<file path="src/wms_pkg.sv">
`default_nettype none
package wms_pkg;

    localparam int HIDDEN_UNITS_DEF = 25;
    localparam int WINDOW_WORDS_DEF = 5;
    localparam int VECTOR_DIM_DEF   = 50;

    localparam int ADDR_W  = 13;
    localparam int DATA_W  = 16;
    localparam int SCORE_W = 13;
    localparam int ACC_W   = 48;

    localparam logic [12:0] HALF_Q12 = 13'd2048;

    typedef enum logic [1:0] {
        OP_WR_HID = 2'd0,
        OP_WR_OUT = 2'd1,
        OP_WR_WIN = 2'd2,
        OP_EVAL   = 2'd3
    } t_opcode;

    typedef enum logic [1:0] {
        ACT_TANH     = 2'd0,
        ACT_SIGMOID  = 2'd1,
        ACT_SOFTPLUS = 2'd2,
        ACT_SPARE    = 2'd3
    } t_act;

    typedef enum logic [2:0] {
        ST_IDLE,
        ST_BIAS,
        ST_MAC,
        ST_DRAIN,
        ST_ACT,
        ST_OUT,
        ST_FINAL,
        ST_EMIT
    } t_state;

    // Control handed from the sequencer to each cell of the chain.
    typedef struct packed {
        logic clear;
        logic acc_en;
        logic bias;
    } t_cell_ctl;

    // Q8.24 sum to Q4.12: round half up, then saturate.
    function automatic logic signed [15:0] to_q12(input logic signed [ACC_W-1:0] v);
        logic signed [ACC_W-1:0] t;
        logic signed [ACC_W-13:0] q;
        begin
            t = v + ACC_W'(2048);
            q = t[ACC_W-1:12];
            if (q > 32767) to_q12 = 16'sh7fff;
            else if (q < -32768) to_q12 = 16'sh8000;
            else to_q12 = q[15:0];
        end
    endfunction

    function automatic logic signed [15:0] tab_val(input logic [1:0] sel, input logic [6:0] i);
        logic signed [15:0] t [65];
        logic signed [15:0] s [65];
        logic signed [15:0] p [65];
        begin
            t = '{-4096, -4096, -4096, -4096, -4096, -4096, -4096, -4096, -4096, -4096,
                  -4096, -4096, -4096, -4095, -4095, -4094, -4093, -4091, -4089, -4084,
                  -4076, -4063, -4041, -4006, -3949, -3856, -3707, -3475, -3119, -2602,
                  -1893, -1003, 0, 1003, 1893, 2602, 3119, 3475, 3707, 3856,
                  3949, 4006, 4041, 4063, 4076, 4084, 4089, 4091, 4093, 4094,
                  4095, 4095, 4096, 4096, 4096, 4096, 4096, 4096, 4096, 4096,
                  4096, 4096, 4096, 4096, 4096};
            s = '{1, 2, 2, 3, 4, 5, 6, 8, 10, 13,
                  17, 21, 27, 35, 45, 58, 74, 94, 120, 153,
                  194, 246, 311, 391, 488, 606, 747, 912, 1102, 1314,
                  1546, 1793, 2048, 2303, 2550, 2782, 2994, 3184, 3349, 3490,
                  3608, 3705, 3785, 3850, 3902, 3943, 3976, 4002, 4022, 4038,
                  4051, 4061, 4069, 4075, 4079, 4083, 4086, 4088, 4090, 4091,
                  4092, 4093, 4094, 4094, 4095};
            p = '{1, 2, 2, 3, 4, 5, 6, 8, 10, 13,
                  17, 21, 28, 35, 45, 58, 74, 95, 122, 156,
                  199, 254, 323, 410, 520, 656, 825, 1032, 1283, 1585,
                  1942, 2359, 2839, 3383, 3990, 4657, 5379, 6152, 6969, 7824,
                  8712, 9626, 10563, 11518, 12487, 13468, 14458, 15455, 16458, 17466,
                  18477, 19491, 20508, 21525, 22545, 23565, 24586, 25608, 26630, 27653,
                  28676, 29699, 30722, 31746, 32767};
            case (sel)
                ACT_SIGMOID:  tab_val = s[i];
                ACT_SOFTPLUS: tab_val = p[i];
                default:      tab_val = t[i];
            endcase
        end
    endfunction

    // Piecewise-linear lookup over 64 segments of [-8,8).
    function automatic logic signed [15:0] pwl(input logic [1:0] sel,
                                               input logic signed [15:0] x);
        logic [15:0] u;
        logic [6:0] i;
        logic signed [11:0] f;
        logic signed [15:0] y0;
        logic signed [16:0] d;
        logic signed [28:0] m;
        logic signed [28:0] q;
        begin
            u  = x ^ 16'h8000;
            i  = {1'b0, u[15:10]};
            f  = {2'b00, u[9:0]};
            y0 = tab_val(sel, i);
            d  = 17'(tab_val(sel, i + 7'd1)) - 17'(y0);
            m  = 29'(d) * 29'(f) + 29'sd512;
            // Division truncating toward zero, as the table math expects.
            q  = (m < 0) ? -((-m) >>> 10) : (m >>> 10);
            pwl = y0 + q[15:0];
        end
    endfunction

endpackage
`default_nettype wire

</file>
<file path="src/wms_seq.sv">
`default_nettype none
// Evaluation sequencer.
module wms_seq
    import wms_pkg::*;
#(
    parameter int IN_LEN  = 250,
    parameter int HIDDEN  = 25,
    parameter int COL_W   = 8,
    parameter int HID_W   = 5
) (
    input  wire logic             i_clk,
    input  wire logic             i_rst_n,
    input  wire logic             i_start,
    input  wire logic             i_out_ready,
    output      t_state           o_state,
    output      t_cell_ctl        o_ctl,
    output      logic [COL_W-1:0] o_col,
    output      logic [HID_W-1:0] o_unit
);
    localparam int DRAIN = HIDDEN + 4;
    localparam int CNT_W = $clog2(DRAIN + IN_LEN + 2);

    t_state           r_state, n_state;
    logic [CNT_W-1:0] r_cnt, n_cnt;

    always_ff @(posedge i_clk) begin
        if (!i_rst_n) begin
            r_state <= ST_IDLE;
            r_cnt   <= '0;
        end else begin
            r_state <= n_state;
            r_cnt   <= n_cnt;
        end
    end

    // The output state is held so that the last product has
    // reached the output sum before the final sigmoid reads it.
    always_comb begin
        n_state = r_state;
        n_cnt   = r_cnt + 1'b1;
        case (r_state)
            ST_IDLE:  begin n_cnt = '0; if (i_start) n_state = ST_BIAS; end
            ST_BIAS:  begin n_cnt = '0; n_state = ST_MAC; end
            ST_MAC:   if (r_cnt == CNT_W'(IN_LEN - 1)) begin
                          n_cnt = '0; n_state = ST_DRAIN;
                      end
            ST_DRAIN: if (r_cnt == CNT_W'(DRAIN)) begin
                          n_cnt = '0; n_state = ST_ACT;
                      end
            ST_ACT:   if (r_cnt == CNT_W'(HIDDEN - 1)) begin
                          n_cnt = '0; n_state = ST_OUT;
                      end
            ST_OUT:   if (r_cnt == CNT_W'(1)) begin
                          n_cnt = '0; n_state = ST_FINAL;
                      end
            ST_FINAL: begin n_cnt = '0; n_state = ST_EMIT; end
            ST_EMIT:  begin n_cnt = '0; if (i_out_ready) n_state = ST_IDLE; end
            default:  begin n_cnt = '0; n_state = ST_IDLE; end
        endcase
    end

    always_comb begin
        o_ctl  = '0;
        o_col  = '0;
        o_unit = '0;
        case (r_state)
            ST_IDLE: o_ctl.clear = i_start;
            ST_BIAS: begin
                o_ctl.acc_en = 1'b1;
                o_ctl.bias   = 1'b1;
                o_col        = COL_W'(IN_LEN);
            end
            ST_MAC: begin
                o_ctl.acc_en = 1'b1;
                o_col        = r_cnt[COL_W-1:0];
            end
            ST_ACT: o_unit = r_cnt[HID_W-1:0];
            default: ;
        endcase
    end

    assign o_state = r_state;
endmodule
`default_nettype wire

</file>
<file path="config.mk">
export PLATFORM = sky130hd
export DESIGN_NAME = wms_seq
export DESIGN_NICKNAME = d
export VERILOG_FILES = /design/src/wms_pkg.sv /design/src/wms_seq.sv
export SDC_FILE = /design/constraint.sdc
export NUM_CORES = 1
export LEC_CHECK = 0
export ABC_AREA = 1
export ABC_CLOCK_PERIOD_IN_PS = 2600
export BUFFER_PORTS_ARGS = -buffer_cell sky130_fd_sc_hd__buf_2
export CORE_UTILIZATION = 54
export DETAILED_ROUTE_END_ITERATION = 10
export GPL_ROUTABILITY_DRIVEN = 1
export PLACE_DENSITY = 0.86
export SYNTH_ARGS = -nofsm -noshare
export SYNTH_HDL_FRONTEND = slang
export SYNTH_SLANG_ARGS = --single-unit
</file>
<file path="constraint.sdc">
create_clock -name i_clk -period 2.6 [get_ports i_clk]
set_input_delay 0 -clock i_clk [delete_from_list [all_inputs] [get_ports i_clk]]
set_output_delay 0 -clock i_clk [all_outputs]
set_load 0.05 [all_outputs]
</file>
==> flow_metrics.py <==
metrics = {
    "die": {
        "dieArea_um2": 1700,
        "core_um2": 1370,
        "die_y_um": 41.3,
        "rows": 13,
        "initial_core_util": 0.610,
        "chipWidth_um": 41.3,
        "io_pins": 23,
    },
    "critical_path": {
        "end_kind": "primary output",
        "critPathArrivalTime_ns": 1.71,
        "critPathLaunchType": "flip-flop",
        "crit_required_ns": 2.60,
        "crit_fanout": 8,
        "path_class": "reg -> out",
    },
    "logic_synthesis": {
        "yosys.cell_count.top_type": "nand2_1",
        "synth_common_cells": "26 x nand2_1, 23 x nor2_1, 16 x inv_1",
        "synth_ff_type": "dfxtp_1",
        "syn_avg_cell_area_um2": 6.67,
        "synth_seq_cells": 12,
        "synth_area_leader_cell": "dfxtp_1",
        "yosysWarnings": 0,
        "syn_inst": 125,
        "synth_area_um2": 833,
        "ys_seq_area_frac": 0.288,
        "netlist.area_leader.share": 0.288,
        "ys_top_cells_by_area": "dfxtp_1 29%, nand2_1 12%, nor2_1 10%",
        "ys_types": 21,
        "synth_fp_nets": 132,
        "synth_edf_count": 0,
        "ys_async_sr_fraction": 0,
    },
    "global_route": {
        "grt_use_total": 0.221,
        "first_global_vias": 601,
        "grt_overflow_total": 0,
        "antenna_found_initial": 0,
        "grt_max_degree": 10,
        "grt_pass1_wl_mm": 2.43,
    },
    "pwr": {
        "p_leak_uw": 0.000451,
        "p_per_area_nw_per_um2": 1080,
        "ir_drop_v": 0.000647,
    },
    "detailed_routing": {
        "drt_iter0_drc": 16,
        "drc": 0,
        "postRouteAntennaNets": 0,
        "post_drt_wl_per_cell_um": 10.4,
        "route.vias.total": 833,
        "firstDrtPassIters": 4,
        "postRouteWirelength_mm": 1.72,
        "viasPerCell": 5.02,
    },
    "place": {
        "numPortBuffers": 22,
        "dp_hpwl_mm": 1.43,
        "gp_congestion": 0.802,
    },
    "clock_network": {
        "clk_pin_slew_ns": 0.07,
        "clock_sinks": 12,
        "cts-htree-levels": 1,
        "cts_tree": "built",
        "insertion_delay_ns": 0.26,
        "numCtsBuffers": 3,
        "cts-root-buf": "clkbuf_4",
        "cts_setup_buffers": 0,
        "clockBufferDepth": 2,
    },
    "sta": {
        "hold_viol_final": 0,
        "fin_skew_ns": 0.000871,
        "setup_viol_count_final": 0,
        "period_minus_slack_ns": 1.71,
        "worst_pin_slew_ns": 0.320,
        "fmax_mhz": 583,
        "setup_tns_ns": 0,
        "slew_violations": 0,
        "period_share": 0.659,
        "slew_headroom": 0.787,
        "rsz0062_at_grt": "no",
    },
    "final_layout": {
        "final_layout_size_suffix_gt1_frac": 0.258,
        "final_nets": 160,
        "diodes": 0,
        "fin_util": 0.732,
        "synthToLayoutAreaGrowth_pct": 20.0,
    },
    "run": {
        "maxCapViolCount": 0,
    },
    "status": {
        "outcome": "finished clean",
    },
    "hold_path": {
        "hold_path.class": "in -> reg",
    },
}
==> per-layer routing <==
metal / up-vias / GRT usage / share of wire
li1: 445 / - / -
met1: 359 / 0.283 / 0.49
met2: 27 / 0.387 / 0.47
met3: 2 / 0.0163 / 0.042
met4: 0 / 0.0726 / 0.0035
met5: - / 0 / 0
==> repair_timing <==
| item | CTS | global route |
|---|---|---|
| hold buffers | 1 | 0 |
| hold endpoints to repair | 2 | 0 |
| gates resized for setup | 0 | 0 |
==> power breakdown <==
part           switching, µW  total [µW]  internal, µW
sequential              45.1         256           211
combinational            548         720           173
clock                   51.6         105          53.4
==> sequential cells by signal, indices dropped and copies added, names as in the netlist <==
| name | flops |
|---|---|
| o_state | 3 |
| r_cnt | 9 |
==> placed cells by master (no fill, tap or decap), drive strengths merged <==
cell,n
nand3,5
o21bai,1
ha,3
nor3,14
clkbuf,3
a21oi,1
xor2,7
dfxtp,12
dlygate4sd3,1
nand2,28
nand4,2
clkinv,1
inv,18
buf,22
xnor2,1
o21ai,6
nor2,26
==> per-stage QoR <==
stage          hold WS [ns]  power (µW)  std cells  setup WS [ns]  area [µm²]
2_1_floorplan         0.120         842        125          0.217         838
3_3_place_gp          0.262         965        162           1.10         967
3_5_place_dp          0.265         984        162           1.07         967
4_1_cts               0.337        1090        166          0.868        1000
5_1_grt               0.387        1160        166          0.733        1000
6_report              0.333        1080        166          0.885        1000
==> worst max-delay path, stage by stage (launching register included) <==
cell and delay (ns):
dfxtp_1 0.45, inv_1 0.11, nor3_2 0.26, inv_1 0.17, o21ai_0 0.18, buf_2 0.28
==> path summary, 6_finish.rpt <==
kind         depth (start not counted)        start  slack (ns)    endpoint
max                                  5   o_state[1]        0.89    o_col[5]
min                                  6  i_out_ready        0.33  o_state[2]
max reg2reg                          9     r_cnt[1]        1.07    r_cnt[4]
min reg2reg                          1     r_cnt[0]        0.54    r_cnt[0]
==> cell families after synthesis <==
kind of cell / synth area share
simple gates: 0.432
buf+inv: 0.0856
flops: 0.288
compound gates: 0.0646
xor+xnor: 0.0841
fa+ha+maj: 0.0450
==> final cells by class <==
cell class	count	area, µm²
Clock buffer	3	22.5
Multi-Input combinational cell	94	527
Inverter	19	71.3
Tap cell	15	18.8
Sequential cell	12	240
Timing Repair Buffer	23	120
Fill cell	119	367
No activity file was read; power rests on OpenSTA's default activity.
