<file path="config.mk">
export PLATFORM = sky130hd
export DESIGN_NAME = wms_cell
export DESIGN_NICKNAME = d
export VERILOG_FILES = /design/src/wms_pkg.sv /design/src/wms_cell.sv
export SDC_FILE = /design/constraint.sdc
export NUM_CORES = 2
export LEC_CHECK = 0
export ABC_CLOCK_PERIOD_IN_PS = 11500
export BUFFER_PORTS_ARGS = -buffer_cell sky130_fd_sc_hd__buf_2
export CAP_MARGIN = 20
export CORE_ASPECT_RATIO = 0.6
export CORE_MARGIN = 10
export CORE_UTILIZATION = 52
export DETAILED_ROUTE_END_ITERATION = 8
export GPL_TIMING_DRIVEN = 1
export PLACE_DENSITY = 0.69
export REMOVE_ABC_BUFFERS = 1
export SYNTH_ARGS = -nofsm -noshare
export SYNTH_HDL_FRONTEND = slang
export SYNTH_SLANG_ARGS = --single-unit
</file>
<file path="constraint.sdc">
create_clock -name i_clk -period 11.5 [get_ports i_clk]
set_input_delay 1.15 -clock i_clk [delete_from_list [all_inputs] [get_ports i_clk]]
set_output_delay 1.15 -clock i_clk [all_outputs]
set_load 0.03 [all_outputs]
</file>
<file path="src/wms_pkg.sv">
`default_nettype none
package wms_pkg;

    localparam int HIDDEN_UNITS_DEF = 25;
    localparam int WINDOW_WORDS_DEF = 5;
    localparam int VECTOR_DIM_DEF   = 50;

    localparam int ADDR_W  = 13;
    localparam int DATA_W  = 16;
    localparam int SCORE_W = 13;
    localparam int ACC_W   = 48;

    localparam logic [12:0] HALF_Q12 = 13'd2048;

    typedef enum logic [1:0] {
        OP_WR_HID = 2'd0,
        OP_WR_OUT = 2'd1,
        OP_WR_WIN = 2'd2,
        OP_EVAL   = 2'd3
    } t_opcode;

    typedef enum logic [1:0] {
        ACT_TANH     = 2'd0,
        ACT_SIGMOID  = 2'd1,
        ACT_SOFTPLUS = 2'd2,
        ACT_SPARE    = 2'd3
    } t_act;

    typedef enum logic [2:0] {
        ST_IDLE,
        ST_BIAS,
        ST_MAC,
        ST_DRAIN,
        ST_ACT,
        ST_OUT,
        ST_FINAL,
        ST_EMIT
    } t_state;

    // Control handed from the sequencer to each cell of the chain.
    typedef struct packed {
        logic clear;
        logic acc_en;
        logic bias;
    } t_cell_ctl;

    // Q8.24 sum to Q4.12: round half up, then saturate.
    function automatic logic signed [15:0] to_q12(input logic signed [ACC_W-1:0] v);
        logic signed [ACC_W-1:0] t;
        logic signed [ACC_W-13:0] q;
        begin
            t = v + ACC_W'(2048);
            q = t[ACC_W-1:12];
            if (q > 32767) to_q12 = 16'sh7fff;
            else if (q < -32768) to_q12 = 16'sh8000;
            else to_q12 = q[15:0];
        end
    endfunction

    function automatic logic signed [15:0] tab_val(input logic [1:0] sel, input logic [6:0] i);
        logic signed [15:0] t [65];
        logic signed [15:0] s [65];
        logic signed [15:0] p [65];
        begin
            t = '{-4096, -4096, -4096, -4096, -4096, -4096, -4096, -4096, -4096, -4096,
                  -4096, -4096, -4096, -4095, -4095, -4094, -4093, -4091, -4089, -4084,
                  -4076, -4063, -4041, -4006, -3949, -3856, -3707, -3475, -3119, -2602,
                  -1893, -1003, 0, 1003, 1893, 2602, 3119, 3475, 3707, 3856,
                  3949, 4006, 4041, 4063, 4076, 4084, 4089, 4091, 4093, 4094,
                  4095, 4095, 4096, 4096, 4096, 4096, 4096, 4096, 4096, 4096,
                  4096, 4096, 4096, 4096, 4096};
            s = '{1, 2, 2, 3, 4, 5, 6, 8, 10, 13,
                  17, 21, 27, 35, 45, 58, 74, 94, 120, 153,
                  194, 246, 311, 391, 488, 606, 747, 912, 1102, 1314,
                  1546, 1793, 2048, 2303, 2550, 2782, 2994, 3184, 3349, 3490,
                  3608, 3705, 3785, 3850, 3902, 3943, 3976, 4002, 4022, 4038,
                  4051, 4061, 4069, 4075, 4079, 4083, 4086, 4088, 4090, 4091,
                  4092, 4093, 4094, 4094, 4095};
            p = '{1, 2, 2, 3, 4, 5, 6, 8, 10, 13,
                  17, 21, 28, 35, 45, 58, 74, 95, 122, 156,
                  199, 254, 323, 410, 520, 656, 825, 1032, 1283, 1585,
                  1942, 2359, 2839, 3383, 3990, 4657, 5379, 6152, 6969, 7824,
                  8712, 9626, 10563, 11518, 12487, 13468, 14458, 15455, 16458, 17466,
                  18477, 19491, 20508, 21525, 22545, 23565, 24586, 25608, 26630, 27653,
                  28676, 29699, 30722, 31746, 32767};
            case (sel)
                ACT_SIGMOID:  tab_val = s[i];
                ACT_SOFTPLUS: tab_val = p[i];
                default:      tab_val = t[i];
            endcase
        end
    endfunction

    // Piecewise-linear lookup over 64 segments of [-8,8).
    function automatic logic signed [15:0] pwl(input logic [1:0] sel,
                                               input logic signed [15:0] x);
        logic [15:0] u;
        logic [6:0] i;
        logic signed [11:0] f;
        logic signed [15:0] y0;
        logic signed [16:0] d;
        logic signed [28:0] m;
        logic signed [28:0] q;
        begin
            u  = x ^ 16'h8000;
            i  = {1'b0, u[15:10]};
            f  = {2'b00, u[9:0]};
            y0 = tab_val(sel, i);
            d  = 17'(tab_val(sel, i + 7'd1)) - 17'(y0);
            m  = 29'(d) * 29'(f) + 29'sd512;
            // Division truncating toward zero, as the table math expects.
            q  = (m < 0) ? -((-m) >>> 10) : (m >>> 10);
            pwl = y0 + q[15:0];
        end
    endfunction

endpackage
`default_nettype wire

</file>
<file path="src/wms_cell.sv">
`default_nettype none
// One hidden unit: holds its weight row in a private memory and one
// accumulator. The window element arrives from the left neighbor and is
// passed to the right neighbor in the next cycle, together with its column.
module wms_cell
    import wms_pkg::*;
#(
    parameter int ROW_LEN = 251,
    parameter int COL_W   = 8
) (
    input  wire logic                    i_clk,
    input  wire logic                    i_rst_n,
    input  wire logic                    i_we,
    input  wire logic [COL_W-1:0]        i_wcol,
    input  wire logic signed [15:0]      i_wdata,
    input  wire t_cell_ctl               i_ctl,
    input  wire logic [COL_W-1:0]        i_col,
    input  wire logic signed [15:0]      i_x,
    output      t_cell_ctl               o_ctl,
    output      logic [COL_W-1:0]        o_col,
    output      logic signed [15:0]      o_x,
    output      logic signed [ACC_W-1:0] o_acc
);
    logic signed [15:0] r_mem [ROW_LEN];
    logic signed [15:0] r_w;
    logic signed [15:0] r_xd;
    t_cell_ctl          r_ctl;
    logic [COL_W-1:0]   r_col;
    logic signed [15:0] r_x;
    logic signed [31:0] r_prod;
    t_cell_ctl          r_pctl;
    logic signed [ACC_W-1:0] r_acc;
    logic signed [ACC_W-1:0] n_acc;

    always_ff @(posedge i_clk) begin
        if (i_we) begin
            r_mem[i_wcol] <= i_wdata;
        end
        r_w   <= r_mem[i_col];
        r_xd  <= i_x;
        r_col <= i_col;
        r_x   <= i_x;
        r_prod <= r_w * (r_ctl.bias ? 16'sd4096 : r_xd);
        r_acc <= n_acc;
    end

    always_ff @(posedge i_clk) begin
        if (!i_rst_n) begin
            r_ctl  <= '0;
            r_pctl <= '0;
        end else begin
            r_ctl  <= i_ctl;
            r_pctl <= r_ctl;
        end
    end

    always_comb begin
        n_acc = r_acc;
        if (r_pctl.clear) n_acc = '0;
        else if (r_pctl.acc_en) n_acc = r_acc + ACC_W'(r_prod);
    end

    assign o_ctl = r_ctl;
    assign o_col = r_col;
    assign o_x   = r_x;
    assign o_acc = r_acc;
endmodule
`default_nettype wire

</file>
==> summary.md <==
The flow ran to the end, and the final reports show no timing, DRC or antenna violations. The largest net degree at the start of global routing came out at 180. Type of destination of the critical path: a register.

The root buffer cell chosen for the clock tree is sky130_fd_sc_hd__clkbuf_16. The tools report the net count of the finished layout as 8,738. Per report_power, the combinational group accounts for 29.3% of the total.

Buffers placed on the I/O ports in this run total 128. The die is 756.3 microns wide. The summed instance area of the synthesized netlist was 169,100 sq um; the worst hold path stage count was 1.

The min-delay analysis places its worst path in the category primary input to register. The placed instances occupy a cell area of 177,000 sq um. In the synthesized netlist the async set-or-reset flop fraction comes to 0%. The worst setup path is of the register to register kind.

Setup violations remaining at the end of the flow were counted as 0. Detailed placement finished with a half-perimeter wire length of 261,300 microns. Among all stages on the critical path, the largest delay is contributed by sky130_fd_sc_hd__dfxtp_1.

The switching fraction of total power came out at 31.35%. The first global-routing pass estimated 619,700 microns of wire. The later pin in the worst-skew pair is clocked with a latency of 0.94 ns. In the routed layout, each cell is associated on average with a via count of 6.480. Among all flip-flop cells after synthesis, the most frequent one is sky130_fd_sc_hd__edfxtp_1. After clock tree synthesis, the clock-pin slew on the worst setup and hold paths is 0.07 ns.

Power density over the cells: 220.0 nW/um^2. The logs give 324,300 sq um for the core outline area and 7.95 ns for the data arrival time at the worst-slack endpoint. The synthesized design contains 4,016 enable-type register cells. In this design, the stage delay of the slowest critical-path cell is 0.67 ns.

TritonCTS built the clock tree. The layout-stage area growth over the synthesis result was 11.81%; the maximum clock frequency was 139.6 MHz. The final estimated routing congestion in global placement is 0.8409.

Summed over all failing endpoints, the final setup total negative slack is 0 ns. The clock tree buffer depth is 4, and the number of global-route vias before repair is 81,403. STA classifies the critical path startpoint as a register. The tools report the worst min-delay path endpoint as o_x[10]. The routed wire length is 434,800 microns. The cell that appears most often on the critical path is sky130_fd_sc_hd__fa_1. The first detailed-routing pass ran for 6 iterations.

The startpoint identified for the worst register-to-register timing path is o_ctl[0]. The critical path data required time came out at 12.28 ns. Global routing used 24.75% of the available tracks. The total clock buffers created by CTS came out at 368. The tools report the final count of hold timing violations as 0. The setup slack on the worst flop-to-flop path is 4.34 ns, and the number of top-level design ports is 129. The run gives 72.78% as the sequential area share after synthesis.

Number of gates given a new drive strength after cts: 0. The synthesized design contains 4,141 register bits. Post-CTS timing repair inserted 0 buffers for setup. The number of clock sinks seen by CTS was 4,141; the placement row count was 162. After technology mapping, the gate count stands at 7,820.

In this run the most critical hold path is launched from i_x[10]. The critical path goes through or2_2 -> nand2_1 -> fa_1 -> fa_1 -> fa_1 -> inv_1 -> fa_1 -> fa_1 -> inv_1 -> fa_1 -> inv_1 -> ha_1 -> and3_1 -> nand2_1 -> o21a_1 -> o21ai_0 -> nand2_1 -> a311oi_1 -> and2_1 -> o21ai_0 -> a221oi_1. For this design the total switching power over the nets is 13.04 mW. The normalized max-slew margin was 5.328%; the detailed-route DRC error count was 0. At the pin with the least slew margin, the transition time is 1.420 ns. For the number of buffers inserted by hold repair at cts, the log shows 0. For the internal power of the cells, the log shows 28.56 mW. The worst-case IR drop observed on VDD is 0.6326 mV.

Setup repair after global routing left no endpoint under its margin. The cell taking the most area after synthesis was sky130_fd_sc_hd__edfxtp_1. The count of nets left with antenna violations once routing finished came out at 0.

Of the post-synthesis cell area, the dominant cell type holds 71.30%. The clock network burns 29.6% of the power. The final critical path takes up 62.30% of the cycle.

The run gives 5 as the H-tree depth reported by CTS. The number of antenna violations at the first check in global routing came out at 43. The worst register-to-register path ends at r_prod[29]. The power share of the sequential group was 41.0%. The analysis attributes to cell leakage a power of 61.41 nW. For the worst clock skew on the final layout, the log shows 0.04327 ns.

Once the floorplan was initialized, standard cells occupied 52.16% of the core. Once layout is done, the placed cells without fillers occupy 189,100 sq um. The floorplan step defined a die boundary enclosing 349,200 sq um. Yosys attributes the largest share of cell area to sky130_fd_sc_hd__edfxtp_1 (71%), sky130_fd_sc_hd__mux4_2 (17%), sky130_fd_sc_hd__fa_1 (3.1%).

The tool flagged a number of max-cap violations equal to 0. The smallest clock period supported by the final layout is computed as 7.164 ns. Global routing finished with a remaining overflow of 0. The run gives 13,093 as the detailed router's first-iteration violation count. Measured in cells, the most critical reg-to-reg path has a length of 21.

After synthesis, the netlist uses 52 different library cells. In the final routed layout, each cell accounts on average for 33.54 microns. The tools report the final max-slew violation count as 0. Yosys printed 0 warnings.

The average instance in the mapped netlist occupies 21.63 sq um. The via total after detailed routing was 84,013; the maximum fanout along the worst path was 17. In the final layout, the share of cells above drive strength 1 is 28.25%. The die height works out to 461.8 microns.
[cells by family after synthesis]
group / synth area share, %
AND/OR/NAND/NOR: 2.250
XOR/XNOR: 0.3935
AO/OA/AOI/OAI: 1.003
flip-flops: 72.78
multiplexers: 17.81
buffers and inverters: 1.695
adder cells (fa/ha/maj): 4.067
[layer usage]
metal  up-vias  track usage (%)  share of wire [%]
met5         -                0             0.0076
met4         6            4.962                1.8
met3       516            7.316                 14
met2      5520            33.39                 42
met1     45080            40.10                 42
li1      32891                -                  -
[registers in the layout, indices dropped and copies added, names as in the netlist]
signal and flops:
o_acc 48, r_pctl 2, r_mem 4016, r_prod 32
o_col 8, o_ctl 3, o_x 16, r_w 16
[per-stage QoR]
step | total power, mW | hold slack [ns] | utilization, % | worst slack [ns] | std cells
floorplan | 25.19 | 0.5515 | - | 5.008 | 7412
global placement | 29.10 | 0.4403 | 54.49 | 4.256 | 12232
detailed placement | 29.30 | 0.4519 | 54.57 | 4.111 | 12249
CTS | 41.53 | 0.2741 | 58.22 | 4.073 | 12917
global route | 43.58 | 0.2985 | 58.30 | 3.988 | 12945
finish | 41.60 | 0.3400 | 58.32 | 4.336 | 12964
[synthesized netlist by cell type, types with 21 or more instances]
| library cell | count |
|---|---|
| sky130_fd_sc_hd__clkbuf_1 | 228 |
| sky130_fd_sc_hd__and2_1 | 138 |
| sky130_fd_sc_hd__dfxtp_1 | 125 |
| sky130_fd_sc_hd__o21ai_0 | 72 |
| sky130_fd_sc_hd__xor2_1 | 24 |
| sky130_fd_sc_hd__edfxtp_1 | 4016 |
| sky130_fd_sc_hd__mux2i_1 | 92 |
| sky130_fd_sc_hd__nand2_1 | 213 |
| sky130_fd_sc_hd__buf_2 | 126 |
| sky130_fd_sc_hd__ha_1 | 129 |
| sky130_fd_sc_hd__a21o_1 | 44 |
| sky130_fd_sc_hd__mux4_2 | 1294 |
| sky130_fd_sc_hd__xnor2_1 | 52 |
| sky130_fd_sc_hd__a21oi_1 | 73 |
| sky130_fd_sc_hd__nor2b_1 | 43 |
| sky130_fd_sc_hd__nand4_1 | 21 |
| sky130_fd_sc_hd__buf_1 | 44 |
| sky130_fd_sc_hd__fa_1 | 263 |
| sky130_fd_sc_hd__nand3_1 | 34 |
| sky130_fd_sc_hd__nor2_1 | 347 |
| sky130_fd_sc_hd__inv_1 | 297 |
[how the worst max path moves through the flow]
stage              from          to  slack [ns]
2_1_floorplan  o_ctl[0]  r_prod[31]        5.01
3_3_place_gp   o_ctl[0]  r_prod[29]        4.26
3_5_place_dp   o_ctl[0]  r_prod[29]        4.11
4_1_cts        o_ctl[0]  r_prod[29]        4.07
5_1_grt        o_ctl[0]  r_prod[29]        3.99
6_report       o_ctl[0]  r_prod[29]        4.34
[area by class of cell]
| type | count | area, sq um |
|---|---|---|
| Clock inverter | 231 | 2165 |
| Antenna cell | 28 | 70.07 |
| Fill cell | 22897 | 135200 |
| Sequential cell | 4141 | 123100 |
| Tap cell | 4346 | 5438 |
| Inverter | 297 | 1115 |
| Clock buffer | 437 | 9659 |
| Timing Repair Buffer | 510 | 4175 |
| Multi-Input combinational cell | 2974 | 43410 |
[power by group through the flow]
stage | clock, mW | combinational, mW | sequential [mW]
2_1_floorplan | 0 | 7.75 | 17.4
3_3_place_gp | 0 | 11.7 | 17.4
3_5_place_dp | 0 | 11.9 | 17.4
4_1_cts | 12.5 | 12.0 | 17.1
5_1_grt | 13.1 | 13.4 | 17.1
6_report | 12.3 | 12.2 | 17.1
[worst max-delay path: cells and delay by family (launching register included)]
family	cells	cell delay (ns)
AO/OA/AOI/OAI	5	1.48
adder cells (fa/ha/maj)	7	3.47
buffers and inverters	3	0.15
flip-flops	1	0.67
AND/OR/NAND/NOR	6	1.27
[cells in the final DEF (no fill, tap or decap), types with 19 or more instances in the layout]
cell and count:
sky130_fd_sc_hd__clkinv_2 66, sky130_fd_sc_hd__nand2_1 213, sky130_fd_sc_hd__buf_8 20, sky130_fd_sc_hd__xor2_1 24
sky130_fd_sc_hd__clkbuf_16 377, sky130_fd_sc_hd__dfxtp_1 123, sky130_fd_sc_hd__bufinv_16 37, sky130_fd_sc_hd__edfxtp_1 4016
sky130_fd_sc_hd__a21oi_1 73, sky130_fd_sc_hd__and2_1 138, sky130_fd_sc_hd__buf_2 106, sky130_fd_sc_hd__nand2b_1 19
sky130_fd_sc_hd__nor2b_1 43, sky130_fd_sc_hd__mux2i_1 92, sky130_fd_sc_hd__nor2_1 266, sky130_fd_sc_hd__fa_1 263
sky130_fd_sc_hd__ha_1 129, sky130_fd_sc_hd__buf_12 19, sky130_fd_sc_hd__diode_2 28, sky130_fd_sc_hd__inv_1 297
sky130_fd_sc_hd__nor2_2 81, sky130_fd_sc_hd__clkinv_1 84, sky130_fd_sc_hd__buf_4 339, sky130_fd_sc_hd__nand4_1 21
sky130_fd_sc_hd__clkbuf_1 60, sky130_fd_sc_hd__mux4_2 1294, sky130_fd_sc_hd__nand3_1 29, sky130_fd_sc_hd__a21o_1 44
sky130_fd_sc_hd__o21ai_0 72, sky130_fd_sc_hd__xnor2_1 52
No activity file was read; power rests on OpenSTA's default activity.
